File: config.mk
export PLATFORM = sky130hd
export DESIGN_NAME = hbp_back
export DESIGN_NICKNAME = d
export VERILOG_FILES = /design/src/rtl/hbp_pkg.sv /design/src/rtl/hbp_back.sv
export SDC_FILE = /design/constraint.sdc
export NUM_CORES = 1
export LEC_CHECK = 0
export BUFFER_PORTS_ARGS = -buffer_cell sky130_fd_sc_hd__buf_2
export CORE_MARGIN = 1
export CORE_UTILIZATION = 45
export CTS_BUF_LIST = sky130_fd_sc_hd__clkbuf_4 sky130_fd_sc_hd__clkbuf_8
export DETAILED_ROUTE_END_ITERATION = 12
export GPL_TIMING_DRIVEN = 0
export HOLD_SLACK_MARGIN = 0.15
export PLACE_DENSITY = 0.75
export RECOVER_POWER = 100
export SYNTH_ARGS = -nofsm -noshare
export SYNTH_HDL_FRONTEND = slang
export SYNTH_SLANG_ARGS = --single-unit
File: constraint.sdc
create_clock -name clk -period 2.8 [get_ports clk]
set_clock_uncertainty 0.1 [all_clocks]
set_input_delay 0.28 -clock clk [delete_from_list [all_inputs] [get_ports clk]]
set_output_delay 0.28 -clock clk [all_outputs]
set_load 0.05 [all_outputs]
File: src/rtl/hbp_pkg.sv
`timescale 1ns / 1ps

package hbp_pkg;

    localparam int SYMBOL_COUNT_DEF = 256;
    localparam int MAX_CODE_LEN     = 32;

    localparam int WORD_W    = 32;
    localparam int LEN_W     = 6;
    localparam int BYTE_W    = 8;
    localparam int LEN_LIMIT = (MAX_CODE_LEN < WORD_W) ? MAX_CODE_LEN : WORD_W;
    localparam int BUF_W     = WORD_W + BYTE_W;

    localparam int QUEUE_DEPTH = 4;

    localparam logic [1:0] OP_LOAD   = 2'd0;
    localparam logic [1:0] OP_ENCODE = 2'd1;
    localparam logic [1:0] OP_FLUSH  = 2'd2;

    // code is left aligned: first bit to send sits in bit WORD_W-1
    typedef struct packed {
        logic              flush;
        logic [WORD_W-1:0] code;
        logic [LEN_W-1:0]  len;
    } hbp_item_t;

endpackage

File: src/rtl/hbp_back.sv
`timescale 1ns / 1ps

module hbp_back (
    input  logic                clk,
    input  logic                rst_n,
    input  logic                q_empty,
    input  hbp_pkg::hbp_item_t  q_item,
    output logic                q_pop,
    output logic                byte_valid,
    input  logic                byte_ready,
    output logic [7:0]          packed_byte,
    output logic                last_of_run
);
    import hbp_pkg::*;

    // buf_reg holds bits_reg bits left aligned, zeros below
    logic [BUF_W-1:0]  buf_reg;
    logic [BUF_W-1:0]  buf_next;
    logic [LEN_W-1:0]  bits_reg;
    logic [LEN_W-1:0]  bits_next;
    logic              out_vld_reg;
    logic [BYTE_W-1:0] out_byte_reg;
    logic              out_last_reg;

    logic              slot_free;
    logic              have_byte;
    logic              produce;
    logic              last_next;

    assign slot_free = !out_vld_reg || byte_ready;
    assign have_byte = (bits_reg >= LEN_W'(BYTE_W));

    always_comb
    begin
        produce   = 1'b0;
        q_pop     = 1'b0;
        last_next = 1'b0;
        buf_next  = buf_reg;
        bits_next = bits_reg;
        if (have_byte)
        begin
            // drain the current run before taking the next beat
            if (slot_free)
            begin
                produce   = 1'b1;
                last_next = (bits_reg < LEN_W'(2 * BYTE_W));
                buf_next  = buf_reg << BYTE_W;
                bits_next = bits_reg - LEN_W'(BYTE_W);
            end
        end
        else if (!q_empty)
        begin
            if (q_item.flush)
            begin
                if (bits_reg == '0)
                begin
                    q_pop = 1'b1;
                end
                else if (slot_free)
                begin
                    q_pop     = 1'b1;
                    produce   = 1'b1;
                    last_next = 1'b1;
                    buf_next  = '0;
                    bits_next = '0;
                end
            end
            else
            begin
                q_pop     = 1'b1;
                buf_next  = buf_reg | ({q_item.code, {BYTE_W{1'b0}}} >> bits_reg);
                bits_next = bits_reg + q_item.len;
            end
        end
    end

    always_ff @(posedge clk or negedge rst_n)
    begin
        if (!rst_n)
        begin
            buf_reg     <= '0;
            bits_reg    <= '0;
            out_vld_reg <= 1'b0;
        end
        else
        begin
            buf_reg  <= buf_next;
            bits_reg <= bits_next;
            if (slot_free)
            begin
                out_vld_reg <= produce;
            end
        end
    end

    always_ff @(posedge clk)
    begin
        if (produce)
        begin
            out_byte_reg <= buf_reg[BUF_W-1 -: BYTE_W];
            out_last_reg <= last_next;
        end
    end

    assign byte_valid  = out_vld_reg;
    assign packed_byte = out_byte_reg;
    assign last_of_run = out_last_reg;

endmodule

==> results.json <==
{
  "cp.arrival_ns": 2.34,
  "critPathRequiredTime_ns": 2.42,
  "diodes": 0,
  "dr.pass1.iters": 5,
  "drive_gt1_frac": 0.2562,
  "grt_pass1_wl_mm": 22.47,
  "drt-total-wl_mm": 14.00,
  "drt_iter0_markers": 553,
  "endpoint_kind": "primary output",
  "r2r-end": "packed_byte[3]$_DFFE_PP_",
  "grt_max_degree": 48,
  "cts_tree": "built",
  "fillCellCount": 954,
  "reg2reg_setup_slack_ns": 0.10,
  "timing.rr.start": "bits_reg[3]$_DFFE_PN0P_",
  "placed_cells": 643,
  "synth_compound_area_frac": 0.2141,
  "leakage_nw": 2.177,
  "ys_seq_elements": 56,
  "critPathKind": "register to primary output",
  "area_growth_pct": 13.20,
  "report.power.total_mw": 5.917,
  "ant_nets": 0,
  "routed-via-count": 4265,
  "grt_pass1_vias": 4125,
  "yosys.area.top_type": "dfrtp_1",
  "fp.coreArea_mm2": 0.009819,
  "max_slew_margin": 0.2008,
  "io_pins": 54,
  "clock_path_buffers": 2,
  "hold_viol": 0,
  "worstPathMaxFanout": 10,
  "final_nets": 573,
  "synth_area_mm2": 0.004598,
  "hold_start": "q_item[0]",
  "netlist.area_leader.share": 0.2558,
  "yosysMostFrequentCell": "dfrtp_1",
  "synthTopCellsByArea": "dfrtp_1 26%, mux4_2 14%, mux2i_1 6.5%, edfxtp_1 5.9%, mux2_2 4.7%",
  "die_y_um": 103.1,
  "gr-total-overflow": 0,
  "die_w_um": 103.1,
  "setup_ws_ns": 0.07801,
  "ys_seq_area_frac": 0.3146,
  "async_flop_share": 0.8393,
  "insertion_delay_ns": 0.32,
  "hpwl_mm": 10.71,
  "synth_edf_count": 9,
  "worstRegToRegCells": 6,
  "vdd_drop_max_uv": 542.7,
  "syn_area_per_cell_um2": 10.06,
  "yosys.area_share.simple": 0.1151,
  "synth_top_family_by_area": "multiplexers",
  "worst_pin_slew_ns": 1.199,
  "syn-num-nets": 508,
  "post_synth_inst_count": 457,
  "io_buffers": 53,
  "htree_levels": 2,
  "wl_per_cell_um": 21.34,
  "rows": 36,
  "setup_viol": 0,
  "hold_class": "input port to register",
  "dieArea_mm2": 0.01063,
  "cts.sinks": 56,
  "whs_path_depth": 3,
  "cts_buffers": 5,
  "synth_ff_type": "dfrtp_1",
  "synth-xor-area-share": 0.007619,
  "finalCritPeriodShare": 0.9721,
  "rsz0062_at_grt": "no",
  "clockRootBuffer": "clkbuf_8",
  "grt_antenna_before_repair": 0,
  "finalCriticalPeriod_ns": 2.722,
  "p_per_area_mw_per_mm2": 1137,
  "grt_usage": 0.2803,
  "ys_warn_count": 0,
  "final_max_slew_viol_count": 0,
  "outcome": "complete, no violations",
  "synthAdderAreaFrac": 0.02340,
  "min_to": "bits_reg[0]$_DFFE_PN0P_",
  "pre_cts_ws_ns": -0.4889,
  "start_kind": "register",
  "drc": 0,
  "start_util": 0.4683,
  "finalSetupTns_ns": 0,
  "final_cells": 656,
  "muxShareOfSynthArea": 0.2710,
  "viasPerCell": 6.502,
  "gp_congestion": 0.9440,
  "synth_commonest_cells": "47 x dfrtp_1, 40 x nand2_1, 38 x a21oi_1",
  "ys_types": 61,
  "maxCapViolations": 0,
  "largest_register_ffs": 40,
  "max_freq_ghz": 0.3674,
  "clk_pin_slew_ns": 0.11
}
## timing repair
action / in CTS / in global routing
pin swaps: 0 / 0
hold endpoints to repair: 49 / 0
resized for setup: 11 / 4
buffers inserted: 0 / 2
endpoints found under the setup margin: 58 / 2
hold buffers: 3 / 0
## power breakdown
group / switching [mW] / internal, mW / leakage, nW
Clock: 0.297 / 0.183 / 0.0452
Sequential: 0.249 / 1.17 / 0.720
Combinational: 2.44 / 1.58 / 1.41
## cell families after synthesis
group / after synthesis
compound gates: 146
simple gates: 110
mux: 85
flops: 56
buf+inv: 48
fa+ha+maj: 8
xor+xnor: 4
## layout by cell type (no fill, tap or decap), drive strengths merged, types with 6 or more instances in the layout
cell type | Yosys | final
a211oi | 9 | 9
a21oi | 39 | 39
a221o | 6 | 6
a22o | 7 | 7
a22oi | 12 | 12
buf | 20 | 60
clkbuf | 18 | 38
dfrtp | 47 | 47
edfxtp | 9 | 9
ha | 7 | 7
inv | 8 | 10
mux2 | 26 | 26
mux2i | 30 | 30
mux4 | 29 | 29
nand2 | 40 | 40
nor2 | 32 | 32
nor3 | 11 | 11
o21ai | 31 | 31
## critical path: stages, from the launching register on
cell      delay (ns)
dfrtp_1         0.64
ha_1            0.23
or4b_4          0.52
nand2_4         0.12
clkbuf_8        0.17
nor2_1          0.06
o21a_1          0.10
buf_4           0.18
## final cells by class
cell class | instances | area [µm²] | area share
Clock inverter | 3 | 25.02 | 0.004808
Timing Repair Buffer | 58 | 312.8 | 0.06010
Buffer | 38 | 232.7 | 0.04471
Clock buffer | 5 | 68.82 | 0.01322
Multi-Input combinational cell | 353 | 2910 | 0.5591
Sequential cell | 56 | 1446 | 0.2779
Tap cell | 133 | 166.4 | 0.03197
Inverter | 10 | 42.54 | 0.008173
## worst max-delay path by stage
| stage | start | end | slack (ns) | cells after the start |
|---|---|---|---|---|
| floorplan | bits_reg[4]$_DFFE_PN0P_ | q_pop | 0.18 | 8 |
| global placement | bits_reg[4]$_DFFE_PN0P_ | buf_reg[31]$_DFFE_PN0P_ | -0.40 | 9 |
| detailed placement | bits_reg[4]$_DFFE_PN0P_ | buf_reg[7]$_DFFE_PN0P_ | -0.49 | 9 |
| CTS | bits_reg[4]$_DFFE_PN0P_ | q_pop | 0.04 | 9 |
| global route | bits_reg[3]$_DFFE_PN0P_ | q_pop | 0.007 | 7 |
| finish | bits_reg[3]$_DFFE_PN0P_ | q_pop | 0.08 | 7 |
## through the flow
stage | hold slack, ns | cell area, µm² | utilization
after global placement | 0.3335 | 5030 | 0.5122
after CTS | 0.2146 | 5192 | 0.5288
after floorplan | -0.1156 | 4598 | -
after global routing | 0.2278 | 5205 | 0.5301
after detailed placement | 0.3399 | 5030 | 0.5122
final | 0.2124 | 5205 | 0.5301
## metal layers
metal	wire length, µm	up-vias	GRT usage
met1	6070	2030	0.3953
li1	-	1898	-
met4	434	0	0.1029
met5	0	-	0
met2	6269	303	0.4390
met3	1226	34	0.04136
No activity file was read; power rests on OpenSTA's default activity.
