--- src/rtl/hbp_pkg.sv ---
`timescale 1ns / 1ps

package hbp_pkg;

    localparam int SYMBOL_COUNT_DEF = 256;
    localparam int MAX_CODE_LEN     = 32;

    localparam int WORD_W    = 32;
    localparam int LEN_W     = 6;
    localparam int BYTE_W    = 8;
    localparam int LEN_LIMIT = (MAX_CODE_LEN < WORD_W) ? MAX_CODE_LEN : WORD_W;
    localparam int BUF_W     = WORD_W + BYTE_W;

    localparam int QUEUE_DEPTH = 4;

    localparam logic [1:0] OP_LOAD   = 2'd0;
    localparam logic [1:0] OP_ENCODE = 2'd1;
    localparam logic [1:0] OP_FLUSH  = 2'd2;

    // code is left aligned: first bit to send sits in bit WORD_W-1
    typedef struct packed {
        logic              flush;
        logic [WORD_W-1:0] code;
        logic [LEN_W-1:0]  len;
    } hbp_item_t;

endpackage

--- src/rtl/hbp_queue.sv ---
`timescale 1ns / 1ps

module hbp_queue (
    input  logic                clk,
    input  logic                rst_n,
    input  logic                push,
    input  hbp_pkg::hbp_item_t  item_in,
    input  logic                pop,
    output hbp_pkg::hbp_item_t  item_out,
    output logic                full,
    output logic                empty
);
    import hbp_pkg::*;

    localparam int PTR_W = $clog2(QUEUE_DEPTH);
    localparam int CNT_W = PTR_W + 1;

    hbp_item_t        entries [QUEUE_DEPTH];
    logic [PTR_W-1:0] wr_ptr_reg;
    logic [PTR_W-1:0] rd_ptr_reg;
    logic [CNT_W-1:0] count_reg;
    logic [CNT_W-1:0] count_next;

    assign full     = (count_reg == CNT_W'(QUEUE_DEPTH));
    assign empty    = (count_reg == '0);
    assign item_out = entries[rd_ptr_reg];

    always_comb
    begin
        count_next = count_reg;
        if (push && !pop)
        begin
            count_next = count_reg + CNT_W'(1);
        end
        else if (pop && !push)
        begin
            count_next = count_reg - CNT_W'(1);
        end
    end

    always_ff @(posedge clk or negedge rst_n)
    begin
        if (!rst_n)
        begin
            wr_ptr_reg <= '0;
            rd_ptr_reg <= '0;
            count_reg  <= '0;
        end
        else
        begin
            count_reg <= count_next;
            if (push)
            begin
                wr_ptr_reg <= wr_ptr_reg + PTR_W'(1);
            end
            if (pop)
            begin
                rd_ptr_reg <= rd_ptr_reg + PTR_W'(1);
            end
        end
    end

    always_ff @(posedge clk)
    begin
        if (push)
        begin
            entries[wr_ptr_reg] <= item_in;
        end
    end

endmodule

--- config.mk ---
export PLATFORM = sky130hd
export DESIGN_NAME = hbp_queue
export DESIGN_NICKNAME = d
export VERILOG_FILES = /design/src/rtl/hbp_pkg.sv /design/src/rtl/hbp_queue.sv
export SDC_FILE = /design/constraint.sdc
export NUM_CORES = 1
export LEC_CHECK = 0
export BUFFER_PORTS_ARGS = -buffer_cell sky130_fd_sc_hd__clkbuf_2
export CORE_ASPECT_RATIO = 0.5
export CORE_MARGIN = 4
export CORE_UTILIZATION = 47
export CTS_CLUSTER_SIZE = 16
export DETAILED_ROUTE_END_ITERATION = 7
export HOLD_SLACK_MARGIN = 0.05
export PLACE_DENSITY = 0.67
export SKIP_LAST_GASP = 1
export SYNTH_ARGS = -nofsm -noshare
export SYNTH_HDL_FRONTEND = slang
export SYNTH_SLANG_ARGS = --single-unit
--- constraint.sdc ---
create_clock -name clk -period 2.4 [get_ports clk]
set_clock_uncertainty 0.15 [all_clocks]
set_input_delay 0.48 -clock clk [delete_from_list [all_inputs] [get_ports clk]]
set_output_delay 0.48 -clock clk [all_outputs]
set_load 0.01 [all_outputs]
==> impl_metrics.env, run 1 <==
export IMPL_outcome="complete, but fails checks"
export IMPL_failed_checks="setup timing"
export IMPL_worst_ep_required_time_ns=1.77
export IMPL_groute_usage_overall_pct=14.7
export IMPL_num_fill_cells=896
export IMPL_grt_setup_unrepaired="yes"
export IMPL_transition_time_at_the_pin_with_the_least_slew_margin_ns=0.326
export IMPL_placed_cell_area_sq_um=6710
export IMPL_design_power_total_mw=9.50
export IMPL_critical_path_source_type="register"
export IMPL_fp_dieW_um=169
export IMPL_initial_antenna_violation_count=0
export IMPL_clock_insertion_delay_worst_skew_ns=0.41
export IMPL_stdcell_area_sq_um=7480
export IMPL_crit_type="register to output port"
export IMPL_detail_route_iter0_violations=211
export IMPL_finalSetupTns_ns=-0.0101
export IMPL_routed_via_count=2772
export IMPL_report_final_slew_viol_count=0
export IMPL_power_combinational_fraction_pct=30.3
export IMPL_synthesis_nets=287
export IMPL_synth_ff_latch_count=163
export IMPL_clock_sinks=163
export IMPL_path_max_fanout=8
export IMPL_finish_net_count=401
export IMPL_timing_max_slew_rel_slack_pct=78.3
export IMPL_avgSynthCellArea_sq_um=25.5
export IMPL_die_area_sq_um=14900
export IMPL_p_sw_share_pct=28.1
export IMPL_critPathCaptureType="output port"
export IMPL_cts_tree="yes"
export IMPL_timing_final_crit_share_pct=100
export IMPL_die_y_um=88.3
export IMPL_clock_transition_at_the_register_clock_pins_on_the_worst_setup_and_hold_paths_after_cts_ns=0.07
export IMPL_total_leakage_power_nw=2.66
export IMPL_layout_drive_gt1_share_pct=49.0
export IMPL_power_report_internal_total_mw=6.83
export IMPL_core_region_area_sq_um=12700
export IMPL_dpl_worst_slack_ns=0.387
export IMPL_grt_start_max_net_pins=22
export IMPL_powerDensity_nw_per_um2=1270
export IMPL_synth_warning_count=0
export IMPL_overall_routed_net_length_mm=10.8
export IMPL_fin_util_pct=59.1
export IMPL_buffer_ports_inserted=83
export IMPL_worst_slack_ns=-0.00513
export IMPL_clockBufferDepth=2
export IMPL_switchingPower_mw=2.67
export IMPL_route_detailed_vias_per_inst=5.18
export IMPL_antenna_left=0
export IMPL_grt_first_pass_wirelength_mm=16.1
export IMPL_number_of_buffers_created_by_cts=17
export IMPL_fmax_mhz=416
export IMPL_min_path_type="primary input to register"
export IMPL_data_arrival_time_of_the_critical_path_ns=1.78
export IMPL_n_antenna_cell=0
export IMPL_final_hold_violation_count=0
export IMPL_pin_count=84
export IMPL_postSynthCellCount=238
export IMPL_initial_utilization_pct=47.9
export IMPL_setup_viol=4
export IMPL_vdd_ir_drop_worst_v=0.000487
export IMPL_mappedNetlistArea_sq_um=6070
export IMPL_drc=0
export IMPL_rows=29
export IMPL_post_drt_wl_per_cell_um=20.1
export IMPL_clockRootBuffer="sky130_fd_sc_hd__clkbuf_16"
export IMPL_synth_distinct_cells=19
export IMPL_global_route_overflow_total=0
export IMPL_timing_final_crit_period_ns=2.41
export IMPL_clock_tree_htree_level_count=4
export IMPL_dr_pass1_iters=4
export IMPL_post_dp_hpwl_mm=6.58
export IMPL_number_of_flip_flops_in_the_largest_register=156
export IMPL_synth_yosys_seq_area_share_pct=80.1
export IMPL_pwr_share_seq_pct=41.0
export IMPL_drv_max_cap_violation_count=0
export IMPL_via_count_of_the_first_global_routing_pass=3031
export IMPL_power_clock_fraction_pct=28.8
export IMPL_gp_congestion=0.695
export IMPL_layout_area_overhead_pct=23.3
-- synth_stat cells --
master                     count  area (sq um)
sky130_fd_sc_hd__nor3_1        1          5.00
sky130_fd_sc_hd__and2_1        4          25.0
sky130_fd_sc_hd__xor2_1        4          35.0
sky130_fd_sc_hd__fa_1          1          20.0
sky130_fd_sc_hd__buf_2         4          20.0
sky130_fd_sc_hd__dfrtp_1       7           175
sky130_fd_sc_hd__nor3b_1       1          7.51
sky130_fd_sc_hd__mux4_2       38           856
sky130_fd_sc_hd__buf_12        4          80.1
sky130_fd_sc_hd__edfxtp_1    156          4680
sky130_fd_sc_hd__xnor2_1       2          17.5
sky130_fd_sc_hd__inv_1         4          15.0
sky130_fd_sc_hd__mux4_1        1          26.3
sky130_fd_sc_hd__nand2_1       2          7.51
sky130_fd_sc_hd__mux2_2        1          11.3
sky130_fd_sc_hd__nor2_1        1          3.75
sky130_fd_sc_hd__buf_6         1          11.3
sky130_fd_sc_hd__o21ai_0       1          5.00
sky130_fd_sc_hd__ha_1          5          62.6
-- cells in the final DEF, fill, tap and decap left out, types with 2 or more instances in the layout --
cell type	n
sky130_fd_sc_hd__nand2_1	2
sky130_fd_sc_hd__inv_1	4
sky130_fd_sc_hd__bufinv_16	3
sky130_fd_sc_hd__inv_6	4
sky130_fd_sc_hd__ha_1	5
sky130_fd_sc_hd__clkinvlp_4	3
sky130_fd_sc_hd__mux4_2	39
sky130_fd_sc_hd__clkbuf_16	21
sky130_fd_sc_hd__buf_6	3
sky130_fd_sc_hd__and2_2	4
sky130_fd_sc_hd__buf_4	11
sky130_fd_sc_hd__xnor2_1	2
sky130_fd_sc_hd__xor2_1	4
sky130_fd_sc_hd__clkbuf_2	81
sky130_fd_sc_hd__clkinv_4	3
sky130_fd_sc_hd__edfxtp_1	156
sky130_fd_sc_hd__buf_12	2
sky130_fd_sc_hd__clkinv_1	2
sky130_fd_sc_hd__dfrtp_1	5
sky130_fd_sc_hd__dfrtp_2	2
-- power by group through the flow --
stage                     logic [mW]  clock network [mW]  registers (mW)
after global placement          2.54                   0            3.92
after CTS                       2.59                2.78            3.91
final                           2.88                2.73            3.89
after detailed placement        2.58                   0            3.97
after global routing            3.12                2.91            3.94
after floorplan                 1.78                   0            3.91
-- final cells by class --
type	count	area [sq um]	share of cell area [%]
sequential	163	4860	65.0
multi-input combinational	62	1080	14.5
timing repair buffer	104	704	9.41
clock buffer	17	425	5.68
tap	170	213	2.84
clock inverter	15	181	2.42
inverter	4	15.0	0.201
-- logic make-up (layout without fill, tap and decap cells) --
logic type | Yosys count | in the layout | synth area share (%)
flops | 163 | 163 | 80.1
mux | 40 | 40 | 14.7
compound gates | 1 | 1 | 0.0824
fa+ha+maj | 6 | 6 | 1.36
simple gates | 9 | 9 | 0.804
buf+inv | 13 | 140 | 2.08
xor+xnor | 6 | 6 | 0.866
-- critical path, stage by stage (launching register included) --
cell and delay [ns]:
sky130_fd_sc_hd__dfrtp_2 0.37, sky130_fd_sc_hd__buf_12 0.16, sky130_fd_sc_hd__buf_12 0.14, sky130_fd_sc_hd__mux4_2 0.53, sky130_fd_sc_hd__clkbuf_2 0.15
-- routing by layer --
metal	up-vias	wire length, um	GRT usage [%]
met4	0	94	5.15
li1	1238	-	-
met5	-	0	0
met3	6	601	5.31
met2	70	5310	23.6
met1	1458	4760	18.9
-- final timing paths --
check,start,end,slack (ns),depth (start not counted)
setup / recovery,rd_ptr_reg[0],item_out[36],-0.005,4
hold / removal,item_in[3],entries[3][3],0.13,1
setup reg to reg,wr_ptr_reg[0],entries[0][36],0.79,4
hold reg to reg,count_reg[2],count_reg[2],0.35,1
max in group asynchronous,rst_n,rd_ptr_reg[0],1.63,2
min in group asynchronous,rst_n,count_reg[0],0.28,2
-- stage by stage --
step	hold WS (ns)	cells
global route	0.118	535
floorplan	0.0344	238
global placement	0.176	494
detailed placement	0.183	494
CTS	0.114	527
finish	0.132	535
-- repair_timing --
item / 4_1_cts / 5_1_grt
pin swaps: 0 / 0
setup buffers: 0 / 2
hold buffers: 1 / 0
gates cloned: 0 / 6
endpoints found under the setup margin: 5 / 39
resized for setup: 0 / 5
hold endpoints to repair: 7 / 0
Note: power is estimated with default switching activity, not from simulation.
==> inputs of run 2 (changes only) <==
CORE_UTILIZATION = 57   (was 47)
PLACE_DENSITY = 0.79   (was 0.67)
clock period = 2.58 ns   (was 2.4 ns; I/O delays follow)
==> run 2 against run 1 <==
The run now ends clean. Non-clock buffer count is 10 lower. Core utilization up 11 points. Critical path depth decreased by 1. Largest power group unchanged. Highest routed layer unchanged.
==> impl_metrics.env, run 2 (synthesis gave the netlist of run 1 again) <==
export IMPL_grt_first_pass_wirelength_mm=17.6
export IMPL_finish_net_count=391
export IMPL_fp_dieW_um=154
export IMPL_post_dp_hpwl_mm=6.96
export IMPL_timing_max_slew_rel_slack_pct=61.8
export IMPL_final_cell_mix="sky130_fd_sc_hd__edfxtp_1 (156), sky130_fd_sc_hd__clkbuf_2 (83), sky130_fd_sc_hd__mux4_2 (38)"
export IMPL_clock_tree_htree_level_count=4
export IMPL_vdd_ir_drop_worst_v=0.000611
export IMPL_cts_repair_resize_count=0
export IMPL_gp_congestion=0.740
export IMPL_number_of_flip_flops_in_the_largest_register=156
export IMPL_powerDensity_nw_per_um2=1150
export IMPL_clockRootBuffer="sky130_fd_sc_hd__clkbuf_16"
export IMPL_data_arrival_time_of_the_critical_path_ns=1.81
export IMPL_antenna_left=0
export IMPL_setup_viol=0
export IMPL_clock_insertion_delay_worst_skew_ns=0.42
export IMPL_transition_time_at_the_pin_with_the_least_slew_margin_ns=0.573
export IMPL_crit_chain="buf_12, mux4_1, clkbuf_2"
export IMPL_grt_setup_unrepaired="no"
export IMPL_timing_final_crit_share_pct=95.9
export IMPL_cp_slowest_cell="sky130_fd_sc_hd__mux4_1"
export IMPL_n_antenna_cell=0
export IMPL_design_power_total_mw=8.32
export IMPL_post_drt_wl_per_cell_um=22.5
export IMPL_via_count_of_the_first_global_routing_pass=3009
export IMPL_route_detailed_vias_per_inst=5.51
export IMPL_final_common_cell="sky130_fd_sc_hd__edfxtp_1"
export IMPL_layout_area_overhead_pct=19.3
export IMPL_total_leakage_power_nw=2.56
export IMPL_initial_antenna_violation_count=0
export IMPL_pin_count=84
export IMPL_timing_critical_path_slowest_cell_delay_ns=0.59
export IMPL_initial_utilization_pct=59.0
export IMPL_drv_max_cap_violation_count=0
export IMPL_finalSetupTns_ns=0
export IMPL_clock_transition_at_the_register_clock_pins_on_the_worst_setup_and_hold_paths_after_cts_ns=0.06
export IMPL_outcome="finished, final reports clean"
export IMPL_final_hold_violation_count=0
export IMPL_overall_routed_net_length_mm=11.1
export IMPL_clock_sinks=163
export IMPL_critPathCaptureType="output port"
export IMPL_routed_via_count=2728
export IMPL_dr_pass1_iters=4
export IMPL_path_max_fanout=21
export IMPL_detail_route_iter0_violations=134
export IMPL_layout_drive_gt1_share_pct=47.6
export IMPL_report_final_slew_viol_count=0
export IMPL_fmax_mhz=404
export IMPL_min_path_type="primary input to register"
export IMPL_grt_start_max_net_pins=26
export IMPL_worst_ep_required_time_ns=1.91
export IMPL_drc=0
export IMPL_timing_final_crit_period_ns=2.47
export IMPL_crit_type="register to output port"
export IMPL_global_route_overflow_total=0
export IMPL_cts_post_setup_buffers_inserted=0
export IMPL_critical_path_source_type="register"
export IMPL_buffer_ports_inserted=83
export IMPL_die_y_um=81.0
export IMPL_rows=26
export IMPL_die_area_sq_um=12500
export IMPL_core_region_area_sq_um=10300
export IMPL_cts_tree="yes"
export IMPL_clockBufferDepth=2
export IMPL_number_of_buffers_created_by_cts=17
export IMPL_groute_usage_overall_pct=19.9
==> run 2: through the flow <==
stage                     std cells  util (%)  worst slack, ns  cell area [sq um]  hold WS [ns]
after global placement          462      65.0            0.577               6680         0.209
after CTS                       495      70.4           0.0624               7240         0.143
after global routing            495      70.4          0.00237               7240         0.140
after floorplan                 238         -            0.463               6070        0.0704
after detailed placement        462      65.0            0.554               6680         0.216
final                           495      70.4            0.106               7240         0.163
==> run 2: cell type report <==
| type | instances | area (sq um) |
|---|---|---|
| clock buffer | 17 | 425 |
| clock inverter | 15 | 126 |
| fill | 633 | 3040 |
| inverter | 4 | 15.0 |
| multi-input combinational | 62 | 1090 |
| sequential | 163 | 4860 |
| tap | 140 | 175 |
| timing repair buffer | 94 | 551 |
==> run 2: final timing paths <==
kind | start | end | slack, ns | depth (start not counted)
worst max register to register | wr_ptr_reg[0] | entries[2][35] | 0.68 | 4
worst min-delay path | item_in[8] | entries[1][8] | 0.16 | 1
max in group asynchronous | rst_n | rd_ptr_reg[0] | 1.78 | 2
worst min register to register | count_reg[2] | count_reg[2] | 0.37 | 1
min in group asynchronous | rst_n | count_reg[1] | 0.31 | 2
worst max-delay path | rd_ptr_reg[0] | item_out[34] | 0.11 | 3
==> run 2: where the power goes <==
part | total (mW) | leakage, nW | internal, mW | switching (mW)
clock | 2.29 | 0.264 | 1.25 | 1.03
sequential | 3.65 | 1.51 | 3.47 | 0.174
combinational | 2.39 | 0.782 | 1.13 | 1.26
total | 8.32 | 2.56 | 5.86 | 2.46
==> run 2: what timing repair did <==
| action | CTS | global route |
|---|---|---|
| endpoints found under the setup margin | 0 | 0 |
| hold buffers | 1 | 0 |
| hold endpoints to repair | 7 | 0 |
==> run 2: worst max-delay path, delay by kind of cell, from the launching register on <==
kind | cells | cell delay, ns
multiplexers | 1 | 0.59
flip-flops | 1 | 0.41
buffers and inverters | 2 | 0.37
==> run 2: metal layers <==
metal	global-route usage (%)	part of all wire, %
met1	24.9	40
met2	33.1	53
met3	7.24	5.9
met4	6.70	1.1
met5	0	0
==> inputs of run 3 (changes only) <==
CORE_UTILIZATION = 50   (was 57)
PLACE_DENSITY = 0.71   (was 0.79)
==> run 3 against run 2 <==
Via count fell by 0.55%. Critical endpoint unchanged. Worst hold slack improved by 0.0092 ns. Sequential cell count is the same. Clock-buffer cell count grew 2. Combinational power about the same. Die area up 13%. Sequential share of layout area shrank 1.7 points. Critical path type unchanged. Final area grew 2.6%. Setup slack improved by 0.0089 ns. Power grew 6.2%.
==> impl_metrics.env, run 3 (synthesis gave the netlist of run 1 again) <==
export IMPL_placed_cell_area_sq_um=6730
export IMPL_pwr_share_seq_pct=41.5
export IMPL_data_arrival_time_of_the_critical_path_ns=1.80
export IMPL_layoutNonFillerInstCount=521
export IMPL_clockRootBuffer="sky130_fd_sc_hd__clkbuf_16"
export IMPL_timing_final_crit_period_ns=2.46
export IMPL_die_area_sq_um=14100
export IMPL_grt_start_max_net_pins=40
export IMPL_rows=28
export IMPL_layout_drive_gt1_share_pct=47.8
export IMPL_timing_max_slew_rel_slack_pct=78.6
export IMPL_cts_tree="yes"
export IMPL_vdd_ir_drop_worst_v=0.000488
export IMPL_p_sw_share_pct=26.5
export IMPL_transition_time_at_the_pin_with_the_least_slew_margin_ns=0.320
export IMPL_n_antenna_cell=0
export IMPL_number_of_buffers_created_by_cts=17
export IMPL_critPathCaptureType="output port"
export IMPL_outcome="finished, final reports clean"
export IMPL_overall_routed_net_length_mm=10.3
export IMPL_grt_first_pass_wirelength_mm=16.5
export IMPL_total_leakage_power_nw=2.63
export IMPL_switchingPower_mw=2.35
export IMPL_crit_type="register to output port"
export IMPL_die_y_um=85.9
export IMPL_finalSetupTns_ns=0
export IMPL_fmax_mhz=406
export IMPL_final_hold_violation_count=0
export IMPL_dpl_worst_slack_ns=0.454
export IMPL_grt_setup_unrepaired="no"
export IMPL_clock_sinks=163
export IMPL_report_final_slew_viol_count=0
export IMPL_cts_repair_resize_count=0
export IMPL_design_power_total_mw=8.84
export IMPL_min_path_type="primary input to register"
export IMPL_initial_antenna_violation_count=0
export IMPL_clock_transition_at_the_register_clock_pins_on_the_worst_setup_and_hold_paths_after_cts_ns=0.06
export IMPL_power_clock_fraction_pct=31.7
export IMPL_place_inst=486
export IMPL_worst_slack_ns=0.115
export IMPL_via_count_of_the_first_global_routing_pass=3047
export IMPL_post_drt_wl_per_cell_um=19.8
export IMPL_dr_pass1_iters=4
export IMPL_stdcell_area_sq_um=7430
export IMPL_pin_count=84
export IMPL_buffer_ports_inserted=83
export IMPL_initial_utilization_pct=51.2
export IMPL_worst_ep_required_time_ns=1.91
export IMPL_core_region_area_sq_um=11800
export IMPL_fp_dieW_um=164
export IMPL_number_of_flip_flops_in_the_largest_register=156
export IMPL_path_max_fanout=17
export IMPL_fin_util_pct=62.7
export IMPL_clock_tree_htree_level_count=4
export IMPL_clock_insertion_delay_worst_skew_ns=0.41
export IMPL_antenna_left=0
export IMPL_power_combinational_fraction_pct=26.8
export IMPL_gp_congestion=0.670
export IMPL_post_dp_hpwl_mm=6.31
export IMPL_final_cell_mix="sky130_fd_sc_hd__edfxtp_1 (156), sky130_fd_sc_hd__clkbuf_2 (83), sky130_fd_sc_hd__mux4_2 (38)"
export IMPL_timing_final_crit_share_pct=95.5
export IMPL_layout_area_overhead_pct=22.4
export IMPL_setup_viol=0
export IMPL_critical_path_source_type="register"
export IMPL_route_detailed_vias_per_inst=5.21
export IMPL_power_report_internal_total_mw=6.49
export IMPL_timing_hold_ws_ns=0.172
export IMPL_drv_max_cap_violation_count=0
export IMPL_routed_via_count=2713
export IMPL_groute_usage_overall_pct=16.1
export IMPL_global_route_overflow_total=0
export IMPL_powerDensity_nw_per_um2=1190
export IMPL_clockBufferDepth=2
export IMPL_final_common_cell="sky130_fd_sc_hd__edfxtp_1"
export IMPL_finish_net_count=392
export IMPL_drc=0
export IMPL_detail_route_iter0_violations=197
==> run 3: per-layer routing <==
layer / vias to the layer above / global-route usage [%] / routed length (um)
met5: - / 0 / 0
met4: 0 / 6.93 / 163
met3: 15 / 4.18 / 457
met2: 67 / 27.1 / 5520
met1: 1414 / 20.0 / 4190
li1: 1217 / - / -
==> run 3: worst max-delay path, stage by stage, from the launching register on <==
cell and delay (ns):
sky130_fd_sc_hd__dfrtp_2 0.44, sky130_fd_sc_hd__buf_12 0.20, sky130_fd_sc_hd__mux4_1 0.58, sky130_fd_sc_hd__clkbuf_2 0.15
==> run 3: cell type report <==
| type | count | area, sq um |
|---|---|---|
| clock buffers | 19 | 443 |
| clock inverters | 13 | 231 |
| fillers | 808 | 4410 |
| inverters | 4 | 15.0 |
| multi-input cells | 62 | 1090 |
| flip-flops and latches | 163 | 4860 |
| well taps | 165 | 206 |
| repair buffers | 95 | 583 |
==> run 3: power groups by stage <==
stage          registers (mW)  logic (mW)  clock network, mW
4_1_cts                  3.68        2.44               2.85
6_report                 3.67        2.37               2.80
3_3_place_gp             3.69        2.35                  0
3_5_place_dp             3.74        2.38                  0
5_1_grt                  3.72        2.59               2.98
2_1_floorplan            3.63        1.66                  0
==> run 3: path summary, 6_finish.rpt <==
kind                                    start             end  slack [ns]  cells past startpoint
max in group asynchronous               rst_n   rd_ptr_reg[0]        1.78                      2
worst min-delay path              item_in[21]  entries[0][21]        0.17                      1
min in group asynchronous               rst_n   wr_ptr_reg[0]        0.31                      2
worst max-delay path            rd_ptr_reg[0]    item_out[34]        0.12                      3
worst min register to register   count_reg[2]    count_reg[2]        0.36                      1
worst max register to register  wr_ptr_reg[0]  entries[2][36]        0.97                      4
==> run 3: what timing repair did <==
action                     CTS  global route
hold endpoints to repair     7             0
hold buffers                 1             0
setup endpoints to repair    1             0
buffers inserted             2             0
